## src/design/sfr_pkg.sv

```systemverilog
package sfr_pkg;

    typedef enum logic [2:0] {
        ST_START,
        ST_FLAG,
        ST_ADDR,
        ST_CTRL,
        ST_DATA,
        ST_ESC
    } parse_state_t;

    localparam logic [2:0] KIND_PAYLOAD    = 3'd0;
    localparam logic [2:0] KIND_GOOD       = 3'd1;
    localparam logic [2:0] KIND_BAD        = 3'd2;
    localparam logic [2:0] KIND_DUPLICATE  = 3'd3;
    localparam logic [2:0] KIND_DISCONNECT = 3'd4;

    localparam logic [2:0] RESP_READY0     = 3'd0;
    localparam logic [2:0] RESP_REJECT0    = 3'd2;
    localparam logic [2:0] RESP_DISCONNECT = 3'd4;

    localparam logic [1:0] CFG_FLAG       = 2'd0;
    localparam logic [1:0] CFG_ESCAPE     = 2'd1;
    localparam logic [1:0] CFG_ADDRESS    = 2'd2;
    localparam logic [1:0] CFG_DISCONNECT = 2'd3;

    localparam logic [7:0] FLAG_RESET       = 8'h7E;
    localparam logic [7:0] ESCAPE_RESET     = 8'h7D;
    localparam logic [7:0] ADDRESS_RESET    = 8'h03;
    localparam logic [7:0] DISCONNECT_RESET = 8'h0B;

    localparam logic [7:0] SEQ0_CTRL  = 8'h00;
    localparam logic [7:0] SEQ1_CTRL  = 8'h80;
    localparam logic [7:0] STUFF_FLAG = 8'h5E;
    localparam logic [7:0] STUFF_ESC  = 8'h5D;

    localparam logic [15:0] COUNT_MAX = 16'hFFFF;

    typedef struct packed {
        logic [7:0] flag_byte;
        logic [7:0] escape_byte;
        logic [7:0] sender_address;
        logic [7:0] disconnect_control;
    } cfg_t;

    typedef struct packed {
        logic [2:0]  kind;
        logic [7:0]  payload;
        logic [2:0]  response;
        logic [15:0] frame_length;
    } result_t;

endpackage

```

## src/design/sfr_in_if.sv

```systemverilog
interface sfr_in_if;
    logic       valid;
    logic       ready;
    logic [7:0] rx_byte;

    modport source (output valid, output rx_byte, input ready);
    modport sink (input valid, input rx_byte, output ready);
endinterface

```

## src/design/sfr_out_if.sv

```systemverilog
interface sfr_out_if;
    logic        valid;
    logic        ready;
    logic [2:0]  kind;
    logic [7:0]  payload;
    logic [2:0]  response;
    logic [15:0] frame_length;

    modport source (output valid, output kind, output payload, output response,
                    output frame_length, input ready);
    modport sink (input valid, input kind, input payload, input response,
                  input frame_length, output ready);
endinterface

```

## src/design/sfr_cfg_regs.sv

```systemverilog
module sfr_cfg_regs (
    input  logic          clk,
    input  logic          rst_n,
    input  logic          cfg_we,
    input  logic [1:0]    cfg_index,
    input  logic [7:0]    cfg_data,
    output sfr_pkg::cfg_t cfg
);
    import sfr_pkg::*;

    cfg_t cfg_reg;

    always_ff @(posedge clk or negedge rst_n)
    begin
        if (!rst_n)
        begin
            cfg_reg.flag_byte          <= FLAG_RESET;
            cfg_reg.escape_byte        <= ESCAPE_RESET;
            cfg_reg.sender_address     <= ADDRESS_RESET;
            cfg_reg.disconnect_control <= DISCONNECT_RESET;
        end
        else if (cfg_we)
        begin
            unique case (cfg_index)
                CFG_FLAG:       cfg_reg.flag_byte          <= cfg_data;
                CFG_ESCAPE:     cfg_reg.escape_byte        <= cfg_data;
                CFG_ADDRESS:    cfg_reg.sender_address     <= cfg_data;
                CFG_DISCONNECT: cfg_reg.disconnect_control <= cfg_data;
                default:        cfg_reg                    <= cfg_reg;
            endcase
        end
    end

    assign cfg = cfg_reg;

endmodule

```

## src/design/sfr_in_reg.sv

```systemverilog
module sfr_in_reg (
    input  logic       clk,
    input  logic       rst_n,
    sfr_in_if.sink     rx,
    input  logic       advance,
    output logic       byte_valid,
    output logic [7:0] rx_byte
);
    logic       valid_reg;
    logic [7:0] byte_reg;

    assign rx.ready = !valid_reg || advance;

    always_ff @(posedge clk or negedge rst_n)
    begin
        if (!rst_n)
        begin
            valid_reg <= 1'b0;
        end
        else if (rx.valid && rx.ready)
        begin
            valid_reg <= 1'b1;
        end
        else if (advance)
        begin
            valid_reg <= 1'b0;
        end
    end

    always_ff @(posedge clk)
    begin
        if (rx.valid && rx.ready)
        begin
            byte_reg <= rx.rx_byte;
        end
    end

    assign byte_valid = valid_reg;
    assign rx_byte    = byte_reg;

endmodule

```

## src/design/sfr_deframer.sv

```systemverilog
module sfr_deframer (
    input  logic             clk,
    input  logic             rst_n,
    input  sfr_pkg::cfg_t    cfg,
    input  logic             step,
    input  logic [7:0]       rx_byte,
    output logic             emit,
    output sfr_pkg::result_t result
);
    import sfr_pkg::*;

    parse_state_t state_reg, state_next;
    logic         seq_reg, seq_next;
    logic [7:0]   check_reg, check_next;
    logic [7:0]   held_reg, held_next;
    logic         held_valid_reg, held_valid_next;
    logic [15:0]  count_reg, count_next;

    logic [7:0] want;
    logic [7:0] other;
    logic       take;
    logic [7:0] take_value;
    logic       good;

    assign want  = seq_reg ? SEQ1_CTRL : SEQ0_CTRL;
    assign other = seq_reg ? SEQ0_CTRL : SEQ1_CTRL;
    assign good  = held_valid_reg && (count_reg != 16'd0) && (held_reg == check_reg);

    always_comb
    begin
        state_next = state_reg;
        unique case (state_reg)
            ST_FLAG:
            begin
                if (rx_byte == cfg.sender_address)
                    state_next = ST_ADDR;
                else if (rx_byte != cfg.flag_byte)
                    state_next = ST_START;
            end
            ST_ADDR:
            begin
                if (rx_byte == other)
                    state_next = ST_START;
                else if (rx_byte == want)
                    state_next = ST_CTRL;
                else if (rx_byte == cfg.flag_byte)
                    state_next = ST_FLAG;
                else
                    state_next = ST_START;
            end
            ST_CTRL:
            begin
                if (rx_byte == (cfg.sender_address ^ want))
                    state_next = ST_DATA;
                else if (rx_byte == cfg.flag_byte)
                    state_next = ST_FLAG;
                else
                    state_next = ST_START;
            end
            ST_DATA:
            begin
                if (rx_byte == cfg.escape_byte)
                    state_next = ST_ESC;
                else if (rx_byte == cfg.flag_byte)
                    state_next = ST_START;
            end
            ST_ESC:
            begin
                state_next = ST_DATA;
            end
            default:
            begin
                state_next = (rx_byte == cfg.flag_byte) ? ST_FLAG : ST_START;
            end
        endcase
    end

    always_comb
    begin
        seq_next        = seq_reg;
        check_next      = check_reg;
        held_next       = held_reg;
        held_valid_next = held_valid_reg;
        count_next      = count_reg;
        emit            = 1'b0;
        result          = '0;
        take            = 1'b0;
        take_value      = rx_byte;

        unique case (state_reg)
            ST_ADDR:
            begin
                if (rx_byte == other)
                begin
                    emit            = 1'b1;
                    result.kind     = KIND_DUPLICATE;
                    result.response = {2'b00, seq_reg};
                end
                else if (rx_byte != want && rx_byte != cfg.flag_byte
                         && rx_byte == cfg.disconnect_control)
                begin
                    emit            = 1'b1;
                    result.kind     = KIND_DISCONNECT;
                    result.response = RESP_DISCONNECT;
                end
            end
            ST_CTRL:
            begin
                if (rx_byte == (cfg.sender_address ^ want))
                begin
                    check_next      = '0;
                    held_next       = '0;
                    held_valid_next = 1'b0;
                    count_next      = '0;
                end
            end
            ST_DATA:
            begin
                if (rx_byte != cfg.escape_byte && rx_byte == cfg.flag_byte)
                begin
                    emit                = 1'b1;
                    result.frame_length = count_reg;
                    if (good)
                    begin
                        seq_next        = !seq_reg;
                        result.kind     = KIND_GOOD;
                        result.response = RESP_READY0 | {2'b00, !seq_reg};
                    end
                    else
                    begin
                        result.kind     = KIND_BAD;
                        result.response = RESP_REJECT0 | {2'b00, seq_reg};
                    end
                end
                else if (rx_byte != cfg.escape_byte)
                begin
                    take = 1'b1;
                end
            end
            ST_ESC:
            begin
                if (rx_byte == STUFF_FLAG)
                begin
                    take       = 1'b1;
                    take_value = cfg.flag_byte;
                end
                else if (rx_byte == STUFF_ESC)
                begin
                    take       = 1'b1;
                    take_value = cfg.escape_byte;
                end
            end
            default:
            begin
                emit = 1'b0;
            end
        endcase

        if (take)
        begin
            if (held_valid_reg)
            begin
                emit           = 1'b1;
                result.kind    = KIND_PAYLOAD;
                result.payload = held_reg;
                check_next     = check_reg ^ held_reg;
                if (count_reg != COUNT_MAX)
                    count_next = count_reg + 16'd1;
            end
            held_next       = take_value;
            held_valid_next = 1'b1;
        end
    end

    always_ff @(posedge clk or negedge rst_n)
    begin
        if (!rst_n)
        begin
            state_reg      <= ST_START;
            seq_reg        <= 1'b0;
            check_reg      <= '0;
            held_reg       <= '0;
            held_valid_reg <= 1'b0;
            count_reg      <= '0;
        end
        else if (step)
        begin
            state_reg      <= state_next;
            seq_reg        <= seq_next;
            check_reg      <= check_next;
            held_reg       <= held_next;
            held_valid_reg <= held_valid_next;
            count_reg      <= count_next;
        end
    end

endmodule

```

## src/design/sfr_out_reg.sv

```systemverilog
module sfr_out_reg (
    input  logic             clk,
    input  logic             rst_n,
    sfr_out_if.source        tx,
    input  logic             step,
    input  logic             emit,
    input  sfr_pkg::result_t result,
    output logic             free
);
    import sfr_pkg::*;

    logic    valid_reg;
    result_t data_reg;

    assign free = !valid_reg || tx.ready;

    always_ff @(posedge clk or negedge rst_n)
    begin
        if (!rst_n)
        begin
            valid_reg <= 1'b0;
        end
        else if (step)
        begin
            valid_reg <= emit;
        end
        else if (tx.ready)
        begin
            valid_reg <= 1'b0;
        end
    end

    always_ff @(posedge clk)
    begin
        if (step && emit)
        begin
            data_reg <= result;
        end
    end

    assign tx.valid        = valid_reg;
    assign tx.kind         = data_reg.kind;
    assign tx.payload      = data_reg.payload;
    assign tx.response     = data_reg.response;
    assign tx.frame_length = data_reg.frame_length;

endmodule

```

## src/design/stuffed_frame_receiver.sv

```systemverilog
// Stuffed frame receiver: deframes a link byte stream of the form flag,
// address, control, header check, stuffed payload with trailing XOR check,
// flag. Received bytes enter on rx (valid/ready, rx_byte); results leave on
// res (valid/ready, kind, payload, response, frame_length): destuffed payload
// bytes one byte late, then a frame good/bad, duplicate or disconnect report
// carrying the response code to send back.
// Registers flag_byte, escape_byte, sender_address, disconnect_control: write
// via cfg_we/cfg_index/cfg_data only while the block is idle (not enforced).
// Path: a byte is registered in the input register at acceptance; when the
// parser steps on it, its result, if any, is registered in the output register.
// Throughput: one byte per cycle while res is not held off; the input register,
// the parser state and the output register advance together on each step.
// Reset: parser waits for an opening flag, expected sequence zero, registers
// take their default values, both channels empty.
// Stall: while res is held off with a result waiting, one further byte is
// held in the input register, then rx.ready drops until res is taken.
module stuffed_frame_receiver (
    input  logic       clk,
    input  logic       rst_n,
    input  logic       cfg_we,
    input  logic [1:0] cfg_index,
    input  logic [7:0] cfg_data,
    sfr_in_if.sink     rx,
    sfr_out_if.source  res
);
    import sfr_pkg::*;

    cfg_t       cfg;
    logic       byte_valid;
    logic [7:0] byte_held;
    logic       free;
    logic       step;
    logic       emit;
    result_t    result;

    assign step = byte_valid && free;

    sfr_cfg_regs u_cfg (
        .clk       (clk),
        .rst_n     (rst_n),
        .cfg_we    (cfg_we),
        .cfg_index (cfg_index),
        .cfg_data  (cfg_data),
        .cfg       (cfg)
    );

    sfr_in_reg u_in (
        .clk        (clk),
        .rst_n      (rst_n),
        .rx         (rx),
        .advance    (step),
        .byte_valid (byte_valid),
        .rx_byte    (byte_held)
    );

    sfr_deframer u_deframer (
        .clk     (clk),
        .rst_n   (rst_n),
        .cfg     (cfg),
        .step    (step),
        .rx_byte (byte_held),
        .emit    (emit),
        .result  (result)
    );

    sfr_out_reg u_out (
        .clk    (clk),
        .rst_n  (rst_n),
        .tx     (res),
        .step   (step),
        .emit   (emit),
        .result (result),
        .free   (free)
    );

endmodule
```

## src/flat_wrapper.sv

```systemverilog
// flat-port wrapper written by rule: the top's interface ports become plain ports
module stuffed_frame_receiver_flat import sfr_pkg::*;
  (clk, rst_n, cfg_we, cfg_index, cfg_data, rx_valid, rx_rx_byte, rx_ready, res_valid, res_kind, res_payload, res_response, res_frame_length, res_ready);
  sfr_in_if rx_i ();
  sfr_out_if res_i ();
  input  logic clk;
  input  logic rst_n;
  input  logic cfg_we;
  input  logic [1:0] cfg_index;
  input  logic [7:0] cfg_data;
  input wire logic [$bits(rx_i.valid)-1:0] rx_valid;
  input wire logic [$bits(rx_i.rx_byte)-1:0] rx_rx_byte;
  output wire logic [$bits(rx_i.ready)-1:0] rx_ready;
  output wire logic [$bits(res_i.valid)-1:0] res_valid;
  output wire logic [$bits(res_i.kind)-1:0] res_kind;
  output wire logic [$bits(res_i.payload)-1:0] res_payload;
  output wire logic [$bits(res_i.response)-1:0] res_response;
  output wire logic [$bits(res_i.frame_length)-1:0] res_frame_length;
  input wire logic [$bits(res_i.ready)-1:0] res_ready;
  assign rx_i.valid = rx_valid;
  assign rx_i.rx_byte = rx_rx_byte;
  assign rx_ready = rx_i.ready;
  assign res_valid = res_i.valid;
  assign res_kind = res_i.kind;
  assign res_payload = res_i.payload;
  assign res_response = res_i.response;
  assign res_frame_length = res_i.frame_length;
  assign res_i.ready = res_ready;
  stuffed_frame_receiver u_core (.clk(clk), .rst_n(rst_n), .cfg_we(cfg_we), .cfg_index(cfg_index), .cfg_data(cfg_data), .rx(rx_i), .res(res_i));
endmodule
```

## config.mk

```make
export PLATFORM = sky130hd
export DESIGN_NAME = stuffed_frame_receiver_flat
export DESIGN_NICKNAME = d
export VERILOG_FILES = /design/src/design/sfr_pkg.sv /design/src/design/sfr_in_if.sv /design/src/design/sfr_out_if.sv /design/src/design/sfr_cfg_regs.sv /design/src/design/sfr_in_reg.sv /design/src/design/sfr_deframer.sv /design/src/design/sfr_out_reg.sv /design/src/design/stuffed_frame_receiver.sv /design/src/flat_wrapper.sv
export SDC_FILE = /design/constraint.sdc
export NUM_CORES = 1
export LEC_CHECK = 0
export ABC_CLOCK_PERIOD_IN_PS = 4600
export BUFFER_PORTS_ARGS = -buffer_cell sky130_fd_sc_hd__buf_2
export CORE_UTILIZATION = 50
export CTS_CLUSTER_SIZE = 14
export DETAILED_ROUTE_END_ITERATION = 12
export PLACE_DENSITY = 0.79
export SYNTH_ARGS = -nofsm -noshare
export SYNTH_HDL_FRONTEND = slang
export SYNTH_SLANG_ARGS = --single-unit
```

## constraint.sdc

```tcl
create_clock -name clk -period 4.6 [get_ports clk]
set_clock_uncertainty 0.05 [all_clocks]
set_input_delay 0.46 -clock clk [delete_from_list [all_inputs] [get_ports clk]]
set_output_delay 0.46 -clock clk [all_outputs]
set_load 0.1 [all_outputs]
```

* Word level (Yosys, flattened, before mapping) *
Index checks and enable logic that the tools add are counted.

word-level totals
  memories = 0
  bits in latches = 0
  RAM bits = 0
  register bits after elaboration = 109
  ROM bits = 0
  word-level logic and storage cells = 127
  output and inout port bits = 32
  input bits = 23

cells by class
  reduce and logical (&&, ||, !) cells = 28
  shifts and indexed selects = 0
  div/mod/pow operators = 0
  equality and inequality tests = 24
  muxes and demuxes = 55
  multipliers = 0
  magnitude comparators = 0
  add/subtract/negate cells = 1
  bitwise gates (word level) = 2

operator list
  kind                                                             number
  8-bit 2-to-1 mux                                                 12
  16-bit 2-to-1 mux                                                5
  8-bit == test                                                    8
  3-bit 2-to-1 mux                                                 8
  8-bit inequality test                                            3
  11-bit 2-to-1 mux                                                2
  18-bit 2-to-1 mux                                                1
  1-bit 2-to-1 mux                                                 17
  16-bit by 1-bit adder with 16-bit output, second input constant  1
  8-bit by 7-bit == test with 1-bit output, second input constant  2
  16-bit inequality test, second input constant                    1
  16-bit nonzero test                                              1
  8-bit XOR                                                        2
  3-bit case mux with 5 select lines                               1
  3-bit case mux with 2 select lines                               2
  2-bit AND reduction                                              6
  2-bit 2-to-1 mux                                                 5
  1-bit logical AND                                                8
  2-bit nonzero test                                               4
  3-bit by 2-bit == test with 1-bit output, second input constant  2
  3-bit == test, second input constant                             2
  3-bit inequality test, second input constant                     2
  3-bit AND reduction                                              2
  2-bit == test, second input constant                             2
  other kinds (7)                                                  11

* Longest topological paths before layout *
Gate-level depths: netlist (run 1).

  depth after elaboration = 10
  gate-level depth with buffers = 9
  mapped depth without buffers = 8

* Cells and area by module *
From an unflattened synthesis (run 1), not the netlist that was laid out.

second synthesis, totals
  cells, all modules = 502
  area, all modules = 5,726.7 um2

modules (own cells, without submodules)
  module                  cells each  area each (um2)  instances  seq. area each (um2)
  sfr_deframer            387         3,236.9          1          925.9
  sfr_cfg_regs            68          1,233.7          1          822.0
  sfr_out_reg             34          955.9            1          925.9
  sfr_in_reg              12          294.0            1          265.3
  stuffed_frame_receiver  1           6.3              1          0.0

* Worst setup path before layout (run 1) *
Ideal clock, no wire load.

  path kind = reg-to-reg
  from = register u_core.u_in.byte_reg[7] (netlist: u_core.u_in.rx_byte[7])
  to = register u_core.u_out.data_reg (netlist bit u_core.u_out.tx.frame_length[0]) (enable)
  cell stages (with the launch flop) = 7
  required time = 4,123 ps
  library setup time = 427 ps
  setup slack = 849 ps
  period minus slack after synthesis = 3,751 ps
  arrival = 3,274 ps
  path buffers = 1
  cells stage by stage = edfxtp_1 -> buf_2 -> xnor2_1 -> a2111o_1 -> or4_1 -> and3_1 -> a21oi_1

on the way
  longest elaborated chain between the ends = 9
  elaborated cells between the ends (all ways) = 23
  classes of those cells = eq/ne (8); mux (11); reduce/logical (4)

ends and longest elaborated chain
  item                                RTL line             source
  start: declaration                  sfr_in_reg.sv:10     logic [7:0] byte_reg;
  start signal: assignment            sfr_in_reg.sv:34     byte_reg <= rx.rx_byte;
  8-bit inequality test               sfr_deframer.sv:99   else if (rx_byte != want && rx_byte != cfg.flag_byte
  1-bit logical AND                   sfr_deframer.sv:99
  1-bit logical AND                   sfr_deframer.sv:100  && rx_byte == cfg.disconnect_control)
  1-bit 2-to-1 mux                    sfr_deframer.sv:99
  1-bit 2-to-1 mux                    sfr_deframer.sv:93   if (rx_byte == other)
  1-bit case mux with 2 select lines  sfr_deframer.sv:90   unique case (state_reg)
  1-bit 2-to-1 mux                    sfr_deframer.sv:161  if (held_valid_reg)
  1-bit 2-to-1 mux *                  sfr_deframer.sv:159  if (take)
  1-bit logical AND *                 sfr_out_reg.sv:35    if (step && emit)
  end signal: assignment              sfr_out_reg.sv:37    data_reg <= result;
  end: declaration                    sfr_out_reg.sv:13    result_t data_reg;

Mark *: on every way between the ends. The rest lies on a longest branch, timed or not.
A chain may end at the register's enable or synchronous reset.

* Worst setup path after layout (run 1) *
  from = register u_core.u_in.byte_reg[0] (netlist: u_core.u_in.rx_byte[0])
  to = register u_core.u_out.data_reg (netlist bit u_core.u_out.tx.response[2]) (enable)

The elaborated chain is that of the path after synthesis.

==> impl_metrics.tcl, run 1 <==
set metrics [dict create \
    core_area_um2 10800 \
    tns_ns 0 \
    powerDensity_nw_per_um2 318 \
    reg2reg_slack_ns 1.60 \
    outcome "complete, no violations" \
    hold_viol_final 0 \
    synth_flop_cell "dfrtp_1" \
    dp_slack_ns 1.62 \
    initial_utilization 0.513 \
    cts_tree "built" \
    worstMarginPinSlew_ns 0.975 \
    ctsHoldBuffers 0 \
    wl_mm 11.8 \
    maxSlewHeadroom 0.347 \
    ctsResizeCount 0 \
    clockBufferDepth 2 \
    holdWs_ns 0.136 \
    first_pass_iters 4 \
    critical_path_arrival_ns 2.98 \
    clock_latency_ns 0.37 \
    drv_cap 0 \
    drt-initial-drc-count 179 \
    ctsHtreeMaxLevel 3 \
    synth.top_cells.by_area "dfrtp_1, edfxtp_1, dfstp_2, mux2_2, xnor2_1" \
    hp-class "in -> async" \
    path_max_fanout 30 \
    place.gp.congestion 0.909 \
    endpoint "u_core.u_out.tx.response[2]" \
    synth_cell_types 58 \
    design.die.area_um2 11500 \
    ir_drop_mv 0.195 \
    routedWlPerCell_um 17.2 \
    rsz0062_at_grt "false" \
    synth_most_common_cell "dfrtp_1" \
    num_vias 3899 \
    nets 563 \
    clock-sinks 109 \
    diodes 0 \
    io_pins 55 \
    grt_antenna_before_repair 0 \
    r2r_start "u_core.u_in.rx_byte[0]" \
    grt_pass1_wl_mm 19.5 \
    dieHeight_um 107 \
    portBuffers 54 \
    startpoint_type "flip-flop" \
    worstPathRequired_ns 4.58 \
    ys_seq_area_frac 0.529 \
    synth_area_um2 5560 \
    setup_viol 0 \
    startpoint "u_core.u_in.rx_byte[0]" \
    path_clk_slew_ns 0.10 \
    post-route-period-util 0.652 \
    worst_r2r_path_depth 7 \
    postSynthAreaPerCell_um2 11.3 \
    cts_buffers 9 \
    drive_above_1_share 0.247 \
    post_cts_buffers 0 \
    clockRootBuffer "clkbuf_8" \
    post-route-util 0.563 \
    cellLeakagePower_uw 0.00257 \
    synth_warnings 0 \
    yosys-top-cells-count "dfrtp_1, nand2_1, edfxtp_1" \
    drtAntennaViolNets 0 \
    synthesis.nets 519 \
    gr-total-overflow 0 \
    yosysTopAreaCellShare 0.243 \
    synth_top_area_cell "dfrtp_1" \
    min_period_ns 3.00 \
    synth_edf_count 38 \
    end_kind "flip-flop" \
    grt_usage 0.222 \
    area_delta_synth_final_pct 9.84 \
    synth-seq-cells 109 \
    regToRegEndpoint "u_core.u_out.tx.response[2]" \
    grt_pass1_vias 3819 \
    total_power_uw 1940 \
    dp_hpwl_mm 8.78 \
    multi_input_area_um2 2470 \
    final_max_slew_viol_count 0 \
    synth_cells 493 \
    fmaxAchievable_mhz 333 \
    viasPerCell 5.72 \
    synthArstFlopShare 0.651 \
    regArea_um2 2940 \
    largest_reg_flops 32 \
    crit_type "reg -> reg" \
    die_width_um 107 \
    worst_slack_ns 1.60 \
    nFillCells 954 \
    route.detailed.drc 0 \
    grt_max_degree 39 \
    rows 38 \
]
[area by class of cell]
cell class,instances,share of cell area
Clock buffer,10,0.0209
Clock inverter,6,0.0102
Inverter,6,0.00369
Multi-Input combinational cell,352,0.405
Sequential cell,109,0.481
Tap cell,140,0.0287
Timing Repair Buffer,59,0.0504
[per-layer routing]
metal  up-vias  wire length, um  part of all wire  global-route usage
met3        20              611             0.052              0.0375
met1      1873             5180              0.44               0.289
li1       1882                -                 -                   -
met2       124             5630              0.48               0.361
met5         -                0                 0                   0
met4         0              332             0.028               0.110
[per-stage QoR]
step / cell area [um^2] / std cells
final: 6110 / 682
after global routing: 6110 / 682
after CTS: 6110 / 682
after detailed placement: 5920 / 666
after global placement: 5920 / 666
after floorplan: 5560 / 493
[placed cells by master (no fill, tap or decap), types with 3 or more instances in the layout]
master,netlist,routed
buf_2,6,54
dfrtp_1,54,54
nand2_1,40,40
edfxtp_1,38,38
mux2_2,32,32
xnor2_1,28,28
nand2b_1,25,25
dfstp_2,17,17
nor2_1,16,16
and3_1,16,16
xor2_1,14,14
nand3_1,14,14
nor3_1,14,14
nand4_1,12,12
and2_1,12,12
nor4_1,11,11
o21ai_0,11,11
mux2i_1,11,11
a22o_1,10,10
a21o_1,9,9
a21oi_1,10,9
o2bb2ai_1,9,9
clkbuf_8,0,9
inv_1,6,6
or3_1,6,6
nor2b_1,5,5
o22ai_1,5,5
buf_4,4,5
nand3b_1,4,4
a21oi_2,2,3
or2_2,3,3
a211oi_1,3,3
ha_1,3,3
[power breakdown]
| group | internal [uW] | switching [uW] | leakage, uW |
|---|---|---|---|
| clock network | 252 | 323 | 0.0000903 |
| registers | 1080 | 69.2 | 0.00129 |
| logic | 112 | 103 | 0.00119 |
| total | 1450 | 494 | 0.00257 |
[worst min path at each step]
stage                                   startpoint  depth (start not counted)                              to  slack [ns]
CTS                                          rst_n                          1            u_core.u_cfg.cfg[10]        0.15
finish                                       rst_n                          1            u_core.u_cfg.cfg[11]        0.14
global route                         rx_rx_byte[2]                          1          u_core.u_in.rx_byte[2]        0.19
floorplan                                    rst_n                          0            u_core.u_cfg.cfg[10]        0.11
global placement    u_core.u_deframer.check_reg[6]                          1  u_core.u_deframer.check_reg[6]        0.45
detailed placement            u_core.u_cfg.cfg[14]                          1            u_core.u_cfg.cfg[14]        0.47
[cells by family after synthesis]
kind of cell / Yosys count / share of synthesized area
compound gates: 74 / 0.0968
xor+xnor: 42 / 0.0662
fa+ha+maj: 3 / 0.00675
buf+inv: 32 / 0.0275
flops: 109 / 0.529
mux: 44 / 0.0867
simple gates: 189 / 0.187
[worst max-delay path, stage by stage (launching register included)]
cell	delay [ns]
edfxtp_1	0.64
xor2_1	0.20
nor4_1	0.09
a21oi_2	0.55
nand2_1	0.34
and3_1	0.26
a21oi_2	0.13
buf_4	0.38
Note: power is estimated with default switching activity, not from simulation.
==> run 2: changes to the inputs <==
- ABC_AREA: default -> 1
- ABC_CLOCK_PERIOD_IN_PS: 4600 -> 3000
- clock period: 4.6 -> 3 ns (I/O delays scaled with it)
==> run 2 against run 1 <==
Effect of this change: wire length increased by 16%; setup slack got worse by 1.2 ns; die area increased by 3.2%; critical path depth increased by 5; critical path type unchanged; critical endpoint is now u_core.u_deframer.count_reg[6].
==> impl_metrics.tcl, run 2 <==
set metrics [dict create \
    worstMarginPinSlew_ns 0.901 \
    min_period_ns 2.57 \
    area_delta_synth_final_pct 11.4 \
    cp_cell_sequence "ha_1, nand3_1, inv_2, nand2_1, nor2_2, nand3_1, nor2_1, inv_2, nand4_1, nand2_1, nand3_1, nand2_1" \
    synthMuxAreaShare 0 \
    viasPerCell 5.44 \
    synth_edf_count 38 \
    yosys-top-cells-count "nand2_1, inv_1, nor2_1" \
    diodes 0 \
    grt_max_degree 72 \
    grt_pass1_vias 4609 \
    ctsHtreeMaxLevel 3 \
    synth_most_common_cell "nand2_1" \
    maxSlewHeadroom 0.399 \
    dieHeight_um 109 \
    rows 38 \
    core_area_um2 11000 \
    clock-sinks 109 \
    dp_hpwl_mm 9.92 \
    critical_path_arrival_ns 2.75 \
    final_max_slew_viol_count 0 \
    gr-total-overflow 0 \
    end_kind "flip-flop" \
    ys_seq_area_frac 0.512 \
    startpoint "u_core.u_deframer.count_reg[1]" \
    startpoint_type "flip-flop" \
    clockRootBuffer "clkbuf_16" \
    drtAntennaViolNets 0 \
    cts_tree "built" \
    clock_latency_ns 0.35 \
    synth_area_um2 5740 \
    grt_usage 0.248 \
    post_cts_buffers 0 \
    path_max_fanout 12 \
    ctsResizeCount 0 \
    initial_utilization 0.520 \
    synth_compound_area_frac 0.0772 \
    post-route-period-util 0.855 \
    hp-class "in -> reg" \
    grt_pass1_wl_mm 22.5 \
    synthesis.nets 733 \
    slowest_stage "dfrtp_1" \
    hold_viol_final 0 \
    crit_type "reg -> reg" \
    synth_warnings 0 \
    routedWlPerCell_um 15.1 \
    powerDensity_nw_per_um2 512 \
    reg2reg_slack_ns 0.43 \
    fmaxAchievable_mhz 390 \
    synth-xor-area-share 0.0488 \
    ctsHoldBuffers 0 \
    synth_cells 707 \
    endpoint "u_core.u_deframer.count_reg[6]" \
    tns_ns 0 \
    synth-seq-cells 109 \
    yosysTopAreaCellShare 0.235 \
    synth_cell_types 39 \
    design.die.area_um2 11900 \
    setup_viol 0 \
    yosys.area_share.adder 0.00654 \
    worst_r2r_path_depth 12 \
    worstPathRequired_ns 3.19 \
    postSynthAreaPerCell_um2 8.12 \
    r2r_start "u_core.u_deframer.count_reg[1]" \
    wl_mm 13.6 \
    max_stage_delay_ns 0.42 \
    synth_top_area_cell "dfrtp_1" \
    rsz0062_at_grt "false" \
    synth.top_cells.by_area "dfrtp_1, edfxtp_1, nand2_1, dfstp_2, inv_1" \
    total_power_uw 3270 \
    route.detailed.drc 0 \
    ir_drop_mv 0.268 \
    final_common_cell "nand2_1" \
    first_pass_iters 5 \
    regToRegEndpoint "u_core.u_deframer.count_reg[6]" \
    synthArstFlopShare 0.651 \
    place.gp.congestion 0.937 \
    drive_above_1_share 0.154 \
    drv_cap 0 \
    synth_flop_cell "dfrtp_1" \
    die_width_um 109 \
    nets 782 \
    outcome "complete, no violations" \
    path_clk_slew_ns 0.07 \
    io_pins 55 \
    cts_buffers 9 \
    largest_reg_flops 32 \
    num_vias 4901 \
    layout_common_cells "nand2_1, inv_1, nor2_1" \
    post-route-util 0.580 \
    cellLeakagePower_uw 0.00305 \
    synth_top_family_by_area "simple AND/OR/NAND/NOR gates" \
    dpl_cell_area_um2 6130 \
    synth-simple-area-share 0.279 \
    portBuffers 54 \
    grt_antenna_before_repair 0 \
    clockBufferDepth 2 \
    fin_area_um2 6390 \
    drt-initial-drc-count 487 \
    nFillCells 982 \
]
run 2: worst min path at each step:
stage	startpoint	end	slack, ns	cells after the start
floorplan	rst_n	u_core.u_cfg.cfg[10]	-0.05	0
global placement	u_core.u_deframer.check_reg[5]	u_core.u_deframer.check_reg[5]	0.42	2
detailed placement	rx_rx_byte[2]	u_core.u_in.rx_byte[2]	0.43	1
CTS	rx_rx_byte[2]	u_core.u_in.rx_byte[2]	0.07	1
global route	rx_rx_byte[2]	u_core.u_in.rx_byte[2]	0.07	1
finish	rx_rx_byte[2]	u_core.u_in.rx_byte[2]	0.08	1
run 2: where the power goes:
group	internal, uW	switching, uW
clock network	564	522
registers	1670	134
logic	152	236
total	2380	892
run 2: per-layer routing:
metal	wire length (um)	global-route usage	up-vias
li1	-	-	2390
met1	5950	0.328	2288
met2	6530	0.412	188
met3	810	0.0365	35
met4	307	0.0917	0
met5	0	0	-
run 2: critical path, delay by kind of cell, from the launching register on:
kind	cells	cell delay (ns)
adder cells (fa/ha/maj)	1	0.23
buffers and inverters	2	0.27
flip-flops	1	0.42
AND/OR/NAND/NOR	9	1.48
run 2: logic make-up after synthesis:
family	count (synthesis)
flops	109
compound gates	76
buf+inv	109
simple gates	378
xor+xnor	32
fa+ha+maj	3
run 2: area by class of cell:
| class | count | area [um^2] | area share |
|---|---|---|---|
| clock inverters | 4 | 23.8 | 0.00372 |
| multi-input cells | 489 | 2360 | 0.369 |
| repair buffers | 61 | 335 | 0.0524 |
| well taps | 140 | 175 | 0.0274 |
| flip-flops and latches | 109 | 2940 | 0.460 |
| clock buffers | 12 | 236 | 0.0370 |
| inverters | 86 | 323 | 0.0505 |
run 2: through the flow:
stage               instances  hold slack, ns  setup slack (ns)
floorplan                 707         -0.0456             0.302
global placement          885           0.424             0.609
detailed placement        885           0.429             0.528
CTS                       901          0.0687             0.488
global route              901          0.0724             0.286
finish                    901          0.0751             0.434
